--- src/rtl/zpsag_pkg.sv ---
// Package for the zoom and pan scan-out address generator.
// Holds widths, limits, register codes and the structs passed between modules.
// No dependencies.
package zpsag_pkg;

    localparam int MAX_WIDTH  = 1280;
    localparam int MAX_HEIGHT = 1024;
    localparam int MAX_ZOOM   = 256;

    localparam int DIM_W  = 11;
    localparam int COL_W  = 11;
    localparam int ROW_W  = 10;
    localparam int ZOOM_W = 9;
    localparam int REP_W  = 8;
    localparam int ADDR_W = 21;

    localparam int APB_AW = 5;
    localparam int APB_DW = 32;

    localparam int PROD_X_W = COL_W + 1 + ZOOM_W;
    localparam int PROD_Y_W = ROW_W + 1 + ZOOM_W;
    localparam int BASE_W   = DIM_W + DIM_W;
    localparam int CSUM_W   = COL_W + 1;
    localparam int ASUM_W   = BASE_W + 1;

    localparam logic [DIM_W-1:0]  WIDTH_MAX  = DIM_W'(MAX_WIDTH);
    localparam logic [DIM_W-1:0]  HEIGHT_MAX = DIM_W'(MAX_HEIGHT);
    localparam logic [ZOOM_W-1:0] ZOOM_MAX   = ZOOM_W'(MAX_ZOOM);
    localparam logic [COL_W-1:0]  WIN_X_MAX  = COL_W'(MAX_WIDTH - 1);
    localparam logic [ROW_W-1:0]  WIN_Y_MAX  = ROW_W'(MAX_HEIGHT - 1);

    localparam logic [DIM_W-1:0]  FRAME_DIM_RST = DIM_W'(512);
    localparam logic [ZOOM_W-1:0] ZOOM_RST      = ZOOM_W'(1);

    typedef enum logic [2:0] {
        REG_FRAME_WIDTH  = 3'd0,
        REG_FRAME_HEIGHT = 3'd1,
        REG_ZOOM_X       = 3'd2,
        REG_ZOOM_Y       = 3'd3,
        REG_WINDOW_X     = 3'd4,
        REG_WINDOW_Y     = 3'd5
    } reg_idx_t;

    typedef struct packed {
        logic [DIM_W-1:0]  frame_width;
        logic [DIM_W-1:0]  frame_height;
        logic [ZOOM_W-1:0] zoom_x;
        logic [ZOOM_W-1:0] zoom_y;
        logic [COL_W-1:0]  window_x;
        logic [ROW_W-1:0]  window_y;
    } cfg_t;

    typedef struct packed {
        logic [COL_W-1:0] src_col;
        logic [ROW_W-1:0] src_row;
        logic             row_end;
        logic             frame_end;
    } coord_t;

    typedef struct packed {
        logic [PROD_X_W-1:0] col_prod;
        logic [PROD_Y_W-1:0] row_prod;
        logic [BASE_W-1:0]   base;
        logic [CSUM_W-1:0]   col_sum;
        logic                row_end;
        logic                frame_end;
    } prod_t;

endpackage

--- src/rtl/zpsag_if.sv ---
// Channel interfaces for the scan-out address generator: the tick input and
// the pixel result. Depends on zpsag_pkg for the address width.
interface zpsag_tick_if;
    logic valid;
    logic ready;
    logic restart;

    modport source (output valid, output restart, input ready);
    modport sink (input valid, input restart, output ready);
endinterface

interface zpsag_pixel_if import zpsag_pkg::*; ();
    logic              valid;
    logic              ready;
    logic [ADDR_W-1:0] src_addr;
    logic              blank;
    logic              row_end;
    logic              frame_end;

    modport source (output valid, output src_addr, output blank, output row_end,
                    output frame_end, input ready);
    modport sink (input valid, input src_addr, input blank, input row_end,
                  input frame_end, output ready);
endinterface

--- src/rtl/zpsag_cfg.sv ---
// APB register file for frame size, zoom factors and window origin.
// Saturates every write to its legal range. Depends on zpsag_pkg.
module zpsag_cfg import zpsag_pkg::*;
(
    input  logic              clk,
    input  logic              rst_n,
    input  logic              psel,
    input  logic              penable,
    input  logic              pwrite,
    input  logic [APB_AW-1:0] paddr,
    input  logic [APB_DW-1:0] pwdata,
    output logic [APB_DW-1:0] prdata,
    output logic              pready,
    output cfg_t              cfg
);

    logic [DIM_W-1:0]  frame_width_reg;
    logic [DIM_W-1:0]  frame_height_reg;
    logic [ZOOM_W-1:0] zoom_x_reg;
    logic [ZOOM_W-1:0] zoom_y_reg;
    logic [COL_W-1:0]  window_x_reg;
    logic [ROW_W-1:0]  window_y_reg;

    logic              wr_en;
    reg_idx_t          idx;
    logic [DIM_W-1:0]  wd_dim;
    logic [ZOOM_W-1:0] wd_zoom;
    logic [COL_W-1:0]  wd_col;
    logic [ROW_W-1:0]  wd_row;
    logic [DIM_W-1:0]  width_sat;
    logic [DIM_W-1:0]  height_sat;
    logic [ZOOM_W-1:0] zoom_sat;
    logic [COL_W-1:0]  win_x_sat;
    logic [ROW_W-1:0]  win_y_sat;

    assign pready = 1'b1;
    assign wr_en  = psel && penable && pwrite && pready;
    assign idx    = reg_idx_t'(paddr[APB_AW-1:2]);

    assign wd_dim  = pwdata[DIM_W-1:0];
    assign wd_zoom = pwdata[ZOOM_W-1:0];
    assign wd_col  = pwdata[COL_W-1:0];
    assign wd_row  = pwdata[ROW_W-1:0];

    assign width_sat  = (wd_dim == '0) ? DIM_W'(1) :
                        (wd_dim > WIDTH_MAX) ? WIDTH_MAX : wd_dim;
    assign height_sat = (wd_dim == '0) ? DIM_W'(1) :
                        (wd_dim > HEIGHT_MAX) ? HEIGHT_MAX : wd_dim;
    assign zoom_sat   = (wd_zoom == '0) ? ZOOM_W'(1) :
                        (wd_zoom > ZOOM_MAX) ? ZOOM_MAX : wd_zoom;
    assign win_x_sat  = (wd_col > WIN_X_MAX) ? WIN_X_MAX : wd_col;
    assign win_y_sat  = (wd_row > WIN_Y_MAX) ? WIN_Y_MAX : wd_row;

    always_ff @(posedge clk or negedge rst_n)
    begin
        if (!rst_n)
        begin
            frame_width_reg  <= FRAME_DIM_RST;
            frame_height_reg <= FRAME_DIM_RST;
            zoom_x_reg       <= ZOOM_RST;
            zoom_y_reg       <= ZOOM_RST;
            window_x_reg     <= '0;
            window_y_reg     <= '0;
        end
        else if (wr_en)
        begin
            unique case (idx)
                REG_FRAME_WIDTH:  frame_width_reg  <= width_sat;
                REG_FRAME_HEIGHT: frame_height_reg <= height_sat;
                REG_ZOOM_X:       zoom_x_reg       <= zoom_sat;
                REG_ZOOM_Y:       zoom_y_reg       <= zoom_sat;
                REG_WINDOW_X:     window_x_reg     <= win_x_sat;
                REG_WINDOW_Y:     window_y_reg     <= win_y_sat;
                default:
                begin
                end
            endcase
        end
    end

    always_comb
    begin
        unique case (idx)
            REG_FRAME_WIDTH:  prdata = APB_DW'(frame_width_reg);
            REG_FRAME_HEIGHT: prdata = APB_DW'(frame_height_reg);
            REG_ZOOM_X:       prdata = APB_DW'(zoom_x_reg);
            REG_ZOOM_Y:       prdata = APB_DW'(zoom_y_reg);
            REG_WINDOW_X:     prdata = APB_DW'(window_x_reg);
            REG_WINDOW_Y:     prdata = APB_DW'(window_y_reg);
            default:          prdata = '0;
        endcase
    end

    assign cfg.frame_width  = frame_width_reg;
    assign cfg.frame_height = frame_height_reg;
    assign cfg.zoom_x       = zoom_x_reg;
    assign cfg.zoom_y       = zoom_y_reg;
    assign cfg.window_x     = window_x_reg;
    assign cfg.window_y     = window_y_reg;

endmodule

--- src/rtl/zpsag_scan.sv ---
// Raster scan counters and the first pipeline stage: takes one tick beat per
// cycle unless stage one is stalled, and registers the source offsets and
// line and frame end flags. Depends on zpsag_pkg and zpsag_tick_if.
module zpsag_scan import zpsag_pkg::*;
(
    input  logic        clk,
    input  logic        rst_n,
    input  cfg_t        cfg,
    zpsag_tick_if.sink  tick,
    input  logic        s1_take,
    output logic        s1_valid,
    output coord_t      s1_coord
);

    logic [COL_W-1:0] out_col_reg, out_col_next;
    logic [ROW_W-1:0] out_row_reg, out_row_next;
    logic [COL_W-1:0] src_col_reg, src_col_next;
    logic [REP_W-1:0] rep_x_reg, rep_x_next;
    logic [ROW_W-1:0] src_row_reg, src_row_next;
    logic [REP_W-1:0] rep_y_reg, rep_y_next;
    logic             valid_reg;
    coord_t           coord_reg, coord_next;

    logic [COL_W-1:0]  cur_col;
    logic [ROW_W-1:0]  cur_row;
    logic [COL_W-1:0]  cur_src_col;
    logic [REP_W-1:0]  cur_rep_x;
    logic [ROW_W-1:0]  cur_src_row;
    logic [REP_W-1:0]  cur_rep_y;
    logic [ZOOM_W-1:0] rep_x_inc;
    logic [ZOOM_W-1:0] rep_y_inc;
    logic              row_end;
    logic              frame_end;
    logic              accept;

    assign tick.ready = !valid_reg || s1_take;
    assign accept     = tick.valid && tick.ready;

    assign cur_col     = tick.restart ? '0 : out_col_reg;
    assign cur_row     = tick.restart ? '0 : out_row_reg;
    assign cur_src_col = tick.restart ? '0 : src_col_reg;
    assign cur_rep_x   = tick.restart ? '0 : rep_x_reg;
    assign cur_src_row = tick.restart ? '0 : src_row_reg;
    assign cur_rep_y   = tick.restart ? '0 : rep_y_reg;

    assign rep_x_inc = ZOOM_W'(cur_rep_x) + ZOOM_W'(1);
    assign rep_y_inc = ZOOM_W'(cur_rep_y) + ZOOM_W'(1);

    assign row_end   = DIM_W'(cur_col) >= (cfg.frame_width - DIM_W'(1));
    assign frame_end = row_end && (DIM_W'(cur_row) >= (cfg.frame_height - DIM_W'(1)));

    always_comb
    begin
        out_col_next = cur_col;
        out_row_next = cur_row;
        src_col_next = cur_src_col;
        rep_x_next   = cur_rep_x;
        src_row_next = cur_src_row;
        rep_y_next   = cur_rep_y;
        if (frame_end)
        begin
            out_col_next = '0;
            out_row_next = '0;
            src_col_next = '0;
            rep_x_next   = '0;
            src_row_next = '0;
            rep_y_next   = '0;
        end
        else if (row_end)
        begin
            out_col_next = '0;
            src_col_next = '0;
            rep_x_next   = '0;
            if (rep_y_inc >= cfg.zoom_y)
            begin
                rep_y_next   = '0;
                src_row_next = cur_src_row + ROW_W'(1);
            end
            else
            begin
                rep_y_next = rep_y_inc[REP_W-1:0];
            end
            out_row_next = cur_row + ROW_W'(1);
        end
        else
        begin
            if (rep_x_inc >= cfg.zoom_x)
            begin
                rep_x_next   = '0;
                src_col_next = cur_src_col + COL_W'(1);
            end
            else
            begin
                rep_x_next = rep_x_inc[REP_W-1:0];
            end
            out_col_next = cur_col + COL_W'(1);
        end

        coord_next.src_col   = cur_src_col;
        coord_next.src_row   = cur_src_row;
        coord_next.row_end   = row_end;
        coord_next.frame_end = frame_end;
    end

    always_ff @(posedge clk or negedge rst_n)
    begin
        if (!rst_n)
        begin
            out_col_reg <= '0;
            out_row_reg <= '0;
            src_col_reg <= '0;
            rep_x_reg   <= '0;
            src_row_reg <= '0;
            rep_y_reg   <= '0;
            valid_reg   <= 1'b0;
        end
        else
        begin
            if (accept)
            begin
                out_col_reg <= out_col_next;
                out_row_reg <= out_row_next;
                src_col_reg <= src_col_next;
                rep_x_reg   <= rep_x_next;
                src_row_reg <= src_row_next;
                rep_y_reg   <= rep_y_next;
            end
            if (tick.ready)
            begin
                valid_reg <= tick.valid;
            end
        end
    end

    always_ff @(posedge clk)
    begin
        if (accept)
        begin
            coord_reg <= coord_next;
        end
    end

    assign s1_valid = valid_reg;
    assign s1_coord = coord_reg;

endmodule

--- src/rtl/zpsag_addr.sv ---
// Address stages: products of offsets and zoom plus the row base, then the
// window fit test and the final address into the result register.
// Depends on zpsag_pkg and zpsag_pixel_if.
module zpsag_addr import zpsag_pkg::*;
(
    input  logic          clk,
    input  logic          rst_n,
    input  cfg_t          cfg,
    input  logic          s1_valid,
    input  coord_t        s1_coord,
    output logic          s1_take,
    zpsag_pixel_if.source pixel
);

    logic              s2_valid_reg;
    prod_t             s2_reg, s2_next;
    logic              s3_valid_reg;
    logic [ADDR_W-1:0] addr_reg, addr_next;
    logic              blank_reg, blank_next;
    logic              row_end_reg;
    logic              frame_end_reg;

    logic              s2_en;
    logic              s3_en;
    logic [DIM_W-1:0]  col_room;
    logic [DIM_W-1:0]  row_room;
    logic              col_fit;
    logic              row_fit;
    logic [ASUM_W-1:0] addr_sum;

    assign s3_en   = !s3_valid_reg || pixel.ready;
    assign s2_en   = !s2_valid_reg || s3_en;
    assign s1_take = s2_en;

    always_comb
    begin
        s2_next.col_prod  = PROD_X_W'(CSUM_W'(s1_coord.src_col) + CSUM_W'(1))
                            * PROD_X_W'(cfg.zoom_x);
        s2_next.row_prod  = PROD_Y_W'((ROW_W + 1)'(s1_coord.src_row) + (ROW_W + 1)'(1))
                            * PROD_Y_W'(cfg.zoom_y);
        s2_next.base      = BASE_W'(DIM_W'(cfg.window_y) + DIM_W'(s1_coord.src_row))
                            * BASE_W'(cfg.frame_width);
        s2_next.col_sum   = CSUM_W'(cfg.window_x) + CSUM_W'(s1_coord.src_col);
        s2_next.row_end   = s1_coord.row_end;
        s2_next.frame_end = s1_coord.frame_end;
    end

    assign col_room = cfg.frame_width - DIM_W'(cfg.window_x);
    assign row_room = cfg.frame_height - DIM_W'(cfg.window_y);
    assign col_fit  = (DIM_W'(cfg.window_x) < cfg.frame_width)
                      && (s2_reg.col_prod <= PROD_X_W'(col_room));
    assign row_fit  = (DIM_W'(cfg.window_y) < cfg.frame_height)
                      && (s2_reg.row_prod <= PROD_Y_W'(row_room));
    assign addr_sum = ASUM_W'(s2_reg.base) + ASUM_W'(s2_reg.col_sum);

    assign blank_next = !(col_fit && row_fit);
    assign addr_next  = blank_next ? '0 : addr_sum[ADDR_W-1:0];

    always_ff @(posedge clk or negedge rst_n)
    begin
        if (!rst_n)
        begin
            s2_valid_reg <= 1'b0;
            s3_valid_reg <= 1'b0;
        end
        else
        begin
            if (s2_en)
            begin
                s2_valid_reg <= s1_valid;
            end
            if (s3_en)
            begin
                s3_valid_reg <= s2_valid_reg;
            end
        end
    end

    always_ff @(posedge clk)
    begin
        if (s2_en && s1_valid)
        begin
            s2_reg <= s2_next;
        end
        if (s3_en && s2_valid_reg)
        begin
            addr_reg      <= addr_next;
            blank_reg     <= blank_next;
            row_end_reg   <= s2_reg.row_end;
            frame_end_reg <= s2_reg.frame_end;
        end
    end

    assign pixel.valid     = s3_valid_reg;
    assign pixel.src_addr  = addr_reg;
    assign pixel.blank     = blank_reg;
    assign pixel.row_end   = row_end_reg;
    assign pixel.frame_end = frame_end_reg;

endmodule

--- src/rtl/zoom_pan_scanout_address_gen_top.sv ---
// Top level of the zoom and pan scan-out address generator.
// Depends on zpsag_pkg, zpsag_if, zpsag_cfg, zpsag_scan and zpsag_addr.
//
//   Channel  Direction  Beat contents
//   tick     in         restart
//   pixel    out        src_addr, blank, row_end, frame_end
//   apb      in/out     frame_width, frame_height, zoom_x, zoom_y, window_x, window_y
//
// One tick beat is taken every cycle unless the pipeline is stalled; its pixel is registered in
// stage one, stage two and the result register. The rate is set by the scan counter update.
// Reset restores the register defaults and clears the scan to pixel (0,0).
// When pixel is stalled, up to three beats are held before tick is stalled.
module zoom_pan_scanout_address_gen_top import zpsag_pkg::*;
(
    input  logic              clk,
    input  logic              rst_n,
    input  logic              psel,
    input  logic              penable,
    input  logic              pwrite,
    input  logic [APB_AW-1:0] paddr,
    input  logic [APB_DW-1:0] pwdata,
    output logic [APB_DW-1:0] prdata,
    output logic              pready,
    zpsag_tick_if.sink        tick,
    zpsag_pixel_if.source     pixel
);

    cfg_t   cfg;
    logic   s1_valid;
    logic   s1_take;
    coord_t s1_coord;

    zpsag_cfg u_cfg (
        .clk     (clk),
        .rst_n   (rst_n),
        .psel    (psel),
        .penable (penable),
        .pwrite  (pwrite),
        .paddr   (paddr),
        .pwdata  (pwdata),
        .prdata  (prdata),
        .pready  (pready),
        .cfg     (cfg)
    );

    zpsag_scan u_scan (
        .clk      (clk),
        .rst_n    (rst_n),
        .cfg      (cfg),
        .tick     (tick),
        .s1_take  (s1_take),
        .s1_valid (s1_valid),
        .s1_coord (s1_coord)
    );

    zpsag_addr u_addr (
        .clk      (clk),
        .rst_n    (rst_n),
        .cfg      (cfg),
        .s1_valid (s1_valid),
        .s1_coord (s1_coord),
        .s1_take  (s1_take),
        .pixel    (pixel)
    );

    // A blank pixel carries a zero address.
    assert property (@(posedge clk) disable iff (!rst_n)
        pixel.valid && pixel.blank |-> pixel.src_addr == '0)
        else $error("blank pixel with non-zero address");

    // The last pixel of a frame is also the last of its line.
    assert property (@(posedge clk) disable iff (!rst_n)
        pixel.valid && pixel.frame_end |-> pixel.row_end)
        else $error("frame end without row end");

    // A visible pixel always addresses inside the frame store.
    assert property (@(posedge clk) disable iff (!rst_n)
        pixel.valid && !pixel.blank |->
        BASE_W'(pixel.src_addr) < (BASE_W'(cfg.frame_height) * BASE_W'(cfg.frame_width)))
        else $error("visible pixel addresses outside the frame");

    // A stage-one beat waiting on a stalled pipeline keeps the tick side stalled.
    assert property (@(posedge clk) disable iff (!rst_n)
        s1_valid && !s1_take |-> !tick.ready)
        else $error("tick taken while stage one is blocked");

endmodule

--- src/flat_wrapper.sv ---
// flat-port wrapper written by rule: the top's interface ports become plain ports
module zoom_pan_scanout_address_gen_top_flat import zpsag_pkg::*;
  (clk, rst_n, psel, penable, pwrite, paddr, pwdata, prdata, pready, tick_valid, tick_restart, tick_ready, pixel_valid, pixel_src_addr, pixel_blank, pixel_row_end, pixel_frame_end, pixel_ready);
  zpsag_tick_if tick_i ();
  zpsag_pixel_if pixel_i ();
  input  logic clk;
  input  logic rst_n;
  input  logic psel;
  input  logic penable;
  input  logic pwrite;
  input  logic [APB_AW-1:0] paddr;
  input  logic [APB_DW-1:0] pwdata;
  output logic [APB_DW-1:0] prdata;
  output logic pready;
  input wire logic [$bits(tick_i.valid)-1:0] tick_valid;
  input wire logic [$bits(tick_i.restart)-1:0] tick_restart;
  output wire logic [$bits(tick_i.ready)-1:0] tick_ready;
  output wire logic [$bits(pixel_i.valid)-1:0] pixel_valid;
  output wire logic [$bits(pixel_i.src_addr)-1:0] pixel_src_addr;
  output wire logic [$bits(pixel_i.blank)-1:0] pixel_blank;
  output wire logic [$bits(pixel_i.row_end)-1:0] pixel_row_end;
  output wire logic [$bits(pixel_i.frame_end)-1:0] pixel_frame_end;
  input wire logic [$bits(pixel_i.ready)-1:0] pixel_ready;
  assign tick_i.valid = tick_valid;
  assign tick_i.restart = tick_restart;
  assign tick_ready = tick_i.ready;
  assign pixel_valid = pixel_i.valid;
  assign pixel_src_addr = pixel_i.src_addr;
  assign pixel_blank = pixel_i.blank;
  assign pixel_row_end = pixel_i.row_end;
  assign pixel_frame_end = pixel_i.frame_end;
  assign pixel_i.ready = pixel_ready;
  zoom_pan_scanout_address_gen_top u_core (.clk(clk), .rst_n(rst_n), .psel(psel), .penable(penable), .pwrite(pwrite), .paddr(paddr), .pwdata(pwdata), .prdata(prdata), .pready(pready), .tick(tick_i), .pixel(pixel_i));
endmodule
--- config.mk ---
export PLATFORM = sky130hd
export DESIGN_NAME = zoom_pan_scanout_address_gen_top_flat
export DESIGN_NICKNAME = d
export VERILOG_FILES = /design/src/rtl/zpsag_pkg.sv /design/src/rtl/zpsag_if.sv /design/src/rtl/zpsag_cfg.sv /design/src/rtl/zpsag_scan.sv /design/src/rtl/zpsag_addr.sv /design/src/rtl/zoom_pan_scanout_address_gen_top.sv /design/src/flat_wrapper.sv
export SDC_FILE = /design/constraint.sdc
export NUM_CORES = 1
export LEC_CHECK = 0
export BUFFER_PORTS_ARGS = -buffer_cell sky130_fd_sc_hd__buf_4
export CAP_MARGIN = 0
export CORE_ASPECT_RATIO = 1.75
export CORE_MARGIN = 5
export CORE_UTILIZATION = 60
export DETAILED_ROUTE_END_ITERATION = 7
export GPL_TIMING_DRIVEN = 0
export HOLD_SLACK_MARGIN = 0.02
export PLACE_DENSITY = 0.85
export SETUP_SLACK_MARGIN = 0.15
export SLEW_MARGIN = 25
export SYNTH_ARGS = -nofsm -noshare
export SYNTH_HDL_FRONTEND = slang
export SYNTH_SLANG_ARGS = --single-unit
--- constraint.sdc ---
create_clock -name clk -period 10.9 [get_ports clk]
set_clock_uncertainty 0.2 [all_clocks]
set_input_delay 0.545 -clock clk [delete_from_list [all_inputs] [get_ports clk]]
set_output_delay 0.545 -clock clk [all_outputs]
set_load 0.02 [all_outputs]
Word-level counts from Yosys, hierarchy flattened
Index checks and enable logic that the tools add are counted.
- bits in latches: 0
- register bits: 245
- input bits: 45
- output and inout port bits: 59
- memories: 0
- memory bits (writable): 0
- ROM bits: 0
- multipliers: 3
- bitwise operators: 0
- reductions and logical operators: 25
- eq/ne operators: 5
- multiplexer cells: 31
- add/sub/neg operators: 15
- divide/modulo/power cells: 0
- shift operators: 0
- magnitude comparators: 13
- operators with widths (operator ; count):
    $mux W11 ; 12
    $mux W10 ; 8
    $pmux W11 S6 ; 1
    $mux W8 ; 8
    $gt A11 B11 Y1 const B ; 3
    $add A11 B1 Y11 const B ; 2
    $sub A11 B1 Y11 const B ; 2
    $add A21 B12 Y21 ; 1
    $le A21 B11 Y1 ; 1
    $mul A11 B11 Y21 ; 1
    $mul A12 B9 Y21 ; 1
    $add A10 B1 Y10 const B ; 2
    $le A20 B11 Y1 ; 1
    $mul A11 B9 Y20 ; 1
    $add A8 B1 Y9 const B ; 2
    $ge A9 B9 Y1 ; 2
    $mux W9 ; 2
    $add A11 B1 Y12 const B ; 1
    $add A11 B11 Y12 ; 1
    $reduce_and A2 Y1 ; 6
    $add A10 B1 Y11 const B ; 1
    $add A10 B10 Y11 ; 1
    $ge A10 B11 Y1 ; 1
    $ge A11 B11 Y1 ; 1
    other kinds (15) ; 30

Logic depth before layout (Yosys ltp)
- depth after elaboration: 6
- gate-level depth with buffers: 28

By module
A second synthesis with hierarchy kept.
- cell total of the unflattened synthesis: 2698
- area, all modules: 25525.7 sq um
- modules (own cells, without submodules) (module ; cells an instance ; seq. area each (sq um) ; area each (sq um) ; instances):
    zpsag_addr ; 1813 ; 3052.9 ; 16908.7 ; 1
    zpsag_scan ; 608 ; 2167.1 ; 5520.3 ; 1
    zpsag_cfg ; 277 ; 1531.5 ; 3096.7 ; 1

Worst setup path after synthesis
No wires, ideal clock.
- path type: reg-to-reg
- from: reg u_core.u_scan.coord_reg, in the netlist u_core.u_scan.s1_coord[2]
- to: reg u_core.u_addr.s2_reg[34] in the netlist's numbering (data pin)
- slack: 4.242 ns
- data required time: 10.436 ns
- cell stages (with the launch flop): 29
- period minus slack after synthesis: 6.658 ns
- arrival time: 6.194 ns
- buffers on the path: 1
- cell sequence: edfxtp_1 ha_1 inv_1 fa_1 inv_1 a21oi_1 o21bai_1 nand3_1 and3b_1 xnor2_1 clkbuf_1 nand2_1 fa_1 fa_1 fa_1 inv_1 fa_1 inv_1 fa_1 inv_1 ha_1 nor3_1 o2111ai_1 a31o_2 a21oi_1 nor3_1 nor4_1 o31ai_1 xnor2_1
- RTL lines (item ; line ; RTL):
    from (decl) ; zpsag_scan.sv:22 ; coord_t coord_reg, coord_next;
    from (signal assigned) ; zpsag_scan.sv:139 ; coord_reg <= coord_next;
    to (signal assigned) ; zpsag_addr.sv:83 ; s2_reg <= s2_next;
    to (decl) ; zpsag_addr.sv:16 ; prod_t s2_reg, s2_next;

==> impl_results.md <==
* Hpwl dp at 60590 um
* GRT Total Usage at approximately a third
* Yosys top cell by area: fa_1
* Clock-pin slew on the worst setup and hold paths at 70 ps
* Num ports at 104
* Setup bufs post-CTS at 0
* Mean Syn Cell Area at 9.275 sq um
* Full die area at 46650 sq um
* Layout cells sized above 1 at 5.874%
* Worst-Skew Late Latency at ~560 ps
* Synth unique cells at 86
* Final hold viol count at 0
* Fin crit share at 71.46%
* Final min period at 7789 ps
* Relative max-transition margin at 22.13%
* DRT iter0 DRCs at about 1400
* CTS Buf Count at 24
* CTS tree: yes
* Resized cells post-CTS at 0
* Post-synth EDFFs at 123
* Most common cell on crit path: fa_1
* Ys async rst share at 49.80%
* Leak Pwr at about 0.013 uW
* FP Rows at 99
* Routability Congestion at 1.041
* RSZ-0062 raised after global routing: no
* WP buf/inv at 6
* Outcome: complete, no violations
* First-pass GRT wire length at 117300 um
* Initial Util at around 61%
* Area Growth Syn to Fin at 8.483%
* Vias per cell at 6.159
* Largest net degree at the start of global routing at 92
* Crit-path slowest cell: fa_1
* Pwr dens at 284.6 nW/um^2
* Largest register FFs at 76
* Final slew viol count at 0
* Crit Path Max Fanout at 10
* First-pass detailed-route iteration total at 6
* Max VDD drop at 0.3435 mV
* Depth of the CTS H-tree at 1
* Overflow left after global routing at 0
* DRC at 0
* Mapped Cells at 2735
* Die X at approximately 170 um
* Initial antenna violation count at 0
* Area share of the largest cell type after synthesis at 17.28%
* Vias in the first global route at 22170
* Fmax at 128.4 MHz
* Die height at 282.0 um
* Core area at ~42000 sq um
* Final WL at 74830 um
* Final nets at ~3400
* Clk sinks at 245
* Synth warnings at 0
* Area of the mapped netlist at 25370 sq um
* Worst min-delay path class: in -> reg
* # port buffers at 56
* Sequential share of the synthesized area at 26.61%
* Routed Antenna Nets at 0
* Critical path startpoint category: register
* Worst setup EP type: register
* Max-cap check violation count at 0
* Worst Path Arrival at ~7900 ps
* Setup_tns at 0 ps
* FF+latch count, synth at 245
* Ys flop type: edfxtp_1
* Critical Path Max Stage Delay at about 560 ps
* WP data required at around 11000 ps
* R2R setup slack at 3110 ps
* Final setup vio count at 0
* CTS Root Cell: clkbuf_16
* Top delay family on crit path: adder cells
* Routed length per placed instance at 21.91 um
* Via count at 21040
* Kind of critical path: reg -> reg
* Clock Path Buffers at 3
* Fin util at 65.93%
* Worst slew pin tran at 1165 ps
* Area contributors post-synth: fa_1, edfxtp_1, ha_1
[layer usage]
metal  part of all wire [%]  GRT usage (%)
met5                      0              0
met4                    9.8          25.34
met3                    6.4          4.811
met2                     51          58.28
met1                     33          33.57
[stage by stage]
step	instances	total power [uW]	hold WS, ps	setup slack [ps]	area, sq um
floorplan	2755	5434	49.41	4242	25440
global placement	3366	6559	204.3	3441	26560
detailed placement	3369	6844	209.9	3223	26660
CTS	3415	7798	56.87	3188	27520
global route	3415	8546	80.85	2822	27520
finish	3416	7833	69.64	3111	27520
[worst register-to-register path: cells and delay by family, from the launching register on]
family | cells | cell delay [ps]
xor gates and xnor gates | 2 | 330
and+or+nand+nor | 6 | 1110
buffers and inverters | 6 | 740
AOI/OAI and AO/OA | 6 | 1300
DFF | 1 | 450
adders and majority gates | 8 | 3420
[cells in the final DEF, fill, tap and decap left out, types with 9 or more instances in the layout]
cell type and n:
nor2_1 165, ha_1 263, o21ai_0 101, nor2b_1 83
and2_1 130, xor2_1 47, buf_4 78, inv_1 341
a31oi_1 28, nand3_1 56, and3_1 38, a21oi_1 82
nand4_1 18, o21a_1 16, a21o_1 38, a32o_1 12
mux2i_1 16, dfrtp_1 118, edfxtp_1 123, a22o_1 24
a211oi_1 12, nor3_1 49, clkbuf_16 26, or3_1 12
nand2b_1 36, nand2_1 309, o31ai_1 17, o22ai_1 9
clkbuf_1 83, fa_1 219, conb_1 22, xnor2_1 92
nor4_1 17
[area by class of cell]
type / instances / area [sq um]
Fill cell: 3276 / 14220
Tap cell: 555 / 694.4
Multi-Input combinational cell: 2055 / 16900
Clock inverter: 15 / 163.9
Buffer: 113 / 520.5
Timing Repair Buffer: 61 / 530.5
Inverter: 342 / 1284
Antenna cell: 1 / 2.502
Clock buffer: 29 / 671.9
Sequential cell: 245 / 6751
[synth_stat cells, types with 7 or more instances]
library cell / n
inv_1: 341
nand2_1: 309
ha_1: 263
fa_1: 219
nor2_1: 165
and2_1: 132
edfxtp_1: 123
dfrtp_1: 118
o21ai_0: 101
xnor2_1: 92
nor2b_1: 83
a21oi_1: 82
clkbuf_1: 82
nand3_1: 56
nor3_1: 49
xor2_1: 47
a21o_1: 38
and3_1: 38
nand2b_1: 36
a31oi_1: 28
a22o_1: 24
buf_4: 23
nand4_1: 18
nor4_1: 17
o31ai_1: 17
mux2i_1: 16
o21a_1: 16
a211oi_1: 12
a32o_1: 12
or3_1: 12
o22ai_1: 9
a22oi_1: 8
o211ai_1: 8
o22a_1: 8
or2_2: 8
a41oi_1: 7
nand3b_1: 7
[power breakdown]
part | switching (uW) | internal, uW
Sequential | 188 | 1400
Combinational | 3160 | 2180
Clock | 407 | 497
[cells by family (layout without fill, tap and decap cells)]
family                     Yosys count  in the layout  synth area share [%]
AOI/OAI and AO/OA                  436            436                 11.59
xor gates and xnor gates           140            140                 4.863
adders and majority gates          482            482                 30.25
buffers and inverters              455            560                 7.107
DFF                                245            245                 26.61
muxes                               23             23                0.9864
other                                2             23               0.02960
and+or+nand+nor                    952            952                 18.56
[path summary, 6_finish.rpt]
path / from / end / cells past startpoint
min in group asynchronous: rst_n / u_core.u_addr.pixel.valid / 2
hold reg to reg: u_core.u_addr.s2_reg[1] / u_core.u_addr.pixel.row_end / 0
setup reg to reg: u_core.u_cfg.window_y_reg[0] / u_core.u_addr.s2_reg[34] / 28
hold / removal: pixel_ready / u_core.u_addr.pixel.valid / 3
max in group asynchronous: rst_n / u_core.u_cfg.frame_width_reg[9] / 3
setup / recovery: u_core.u_cfg.window_y_reg[0] / u_core.u_addr.s2_reg[34] / 28
[repair_timing]
action,4_1_cts,5_1_grt
setup endpoints to repair,0,0
endpoints found under the hold margin,32,0
hold buffers,2,0
No activity file was read; power rests on OpenSTA's default activity.
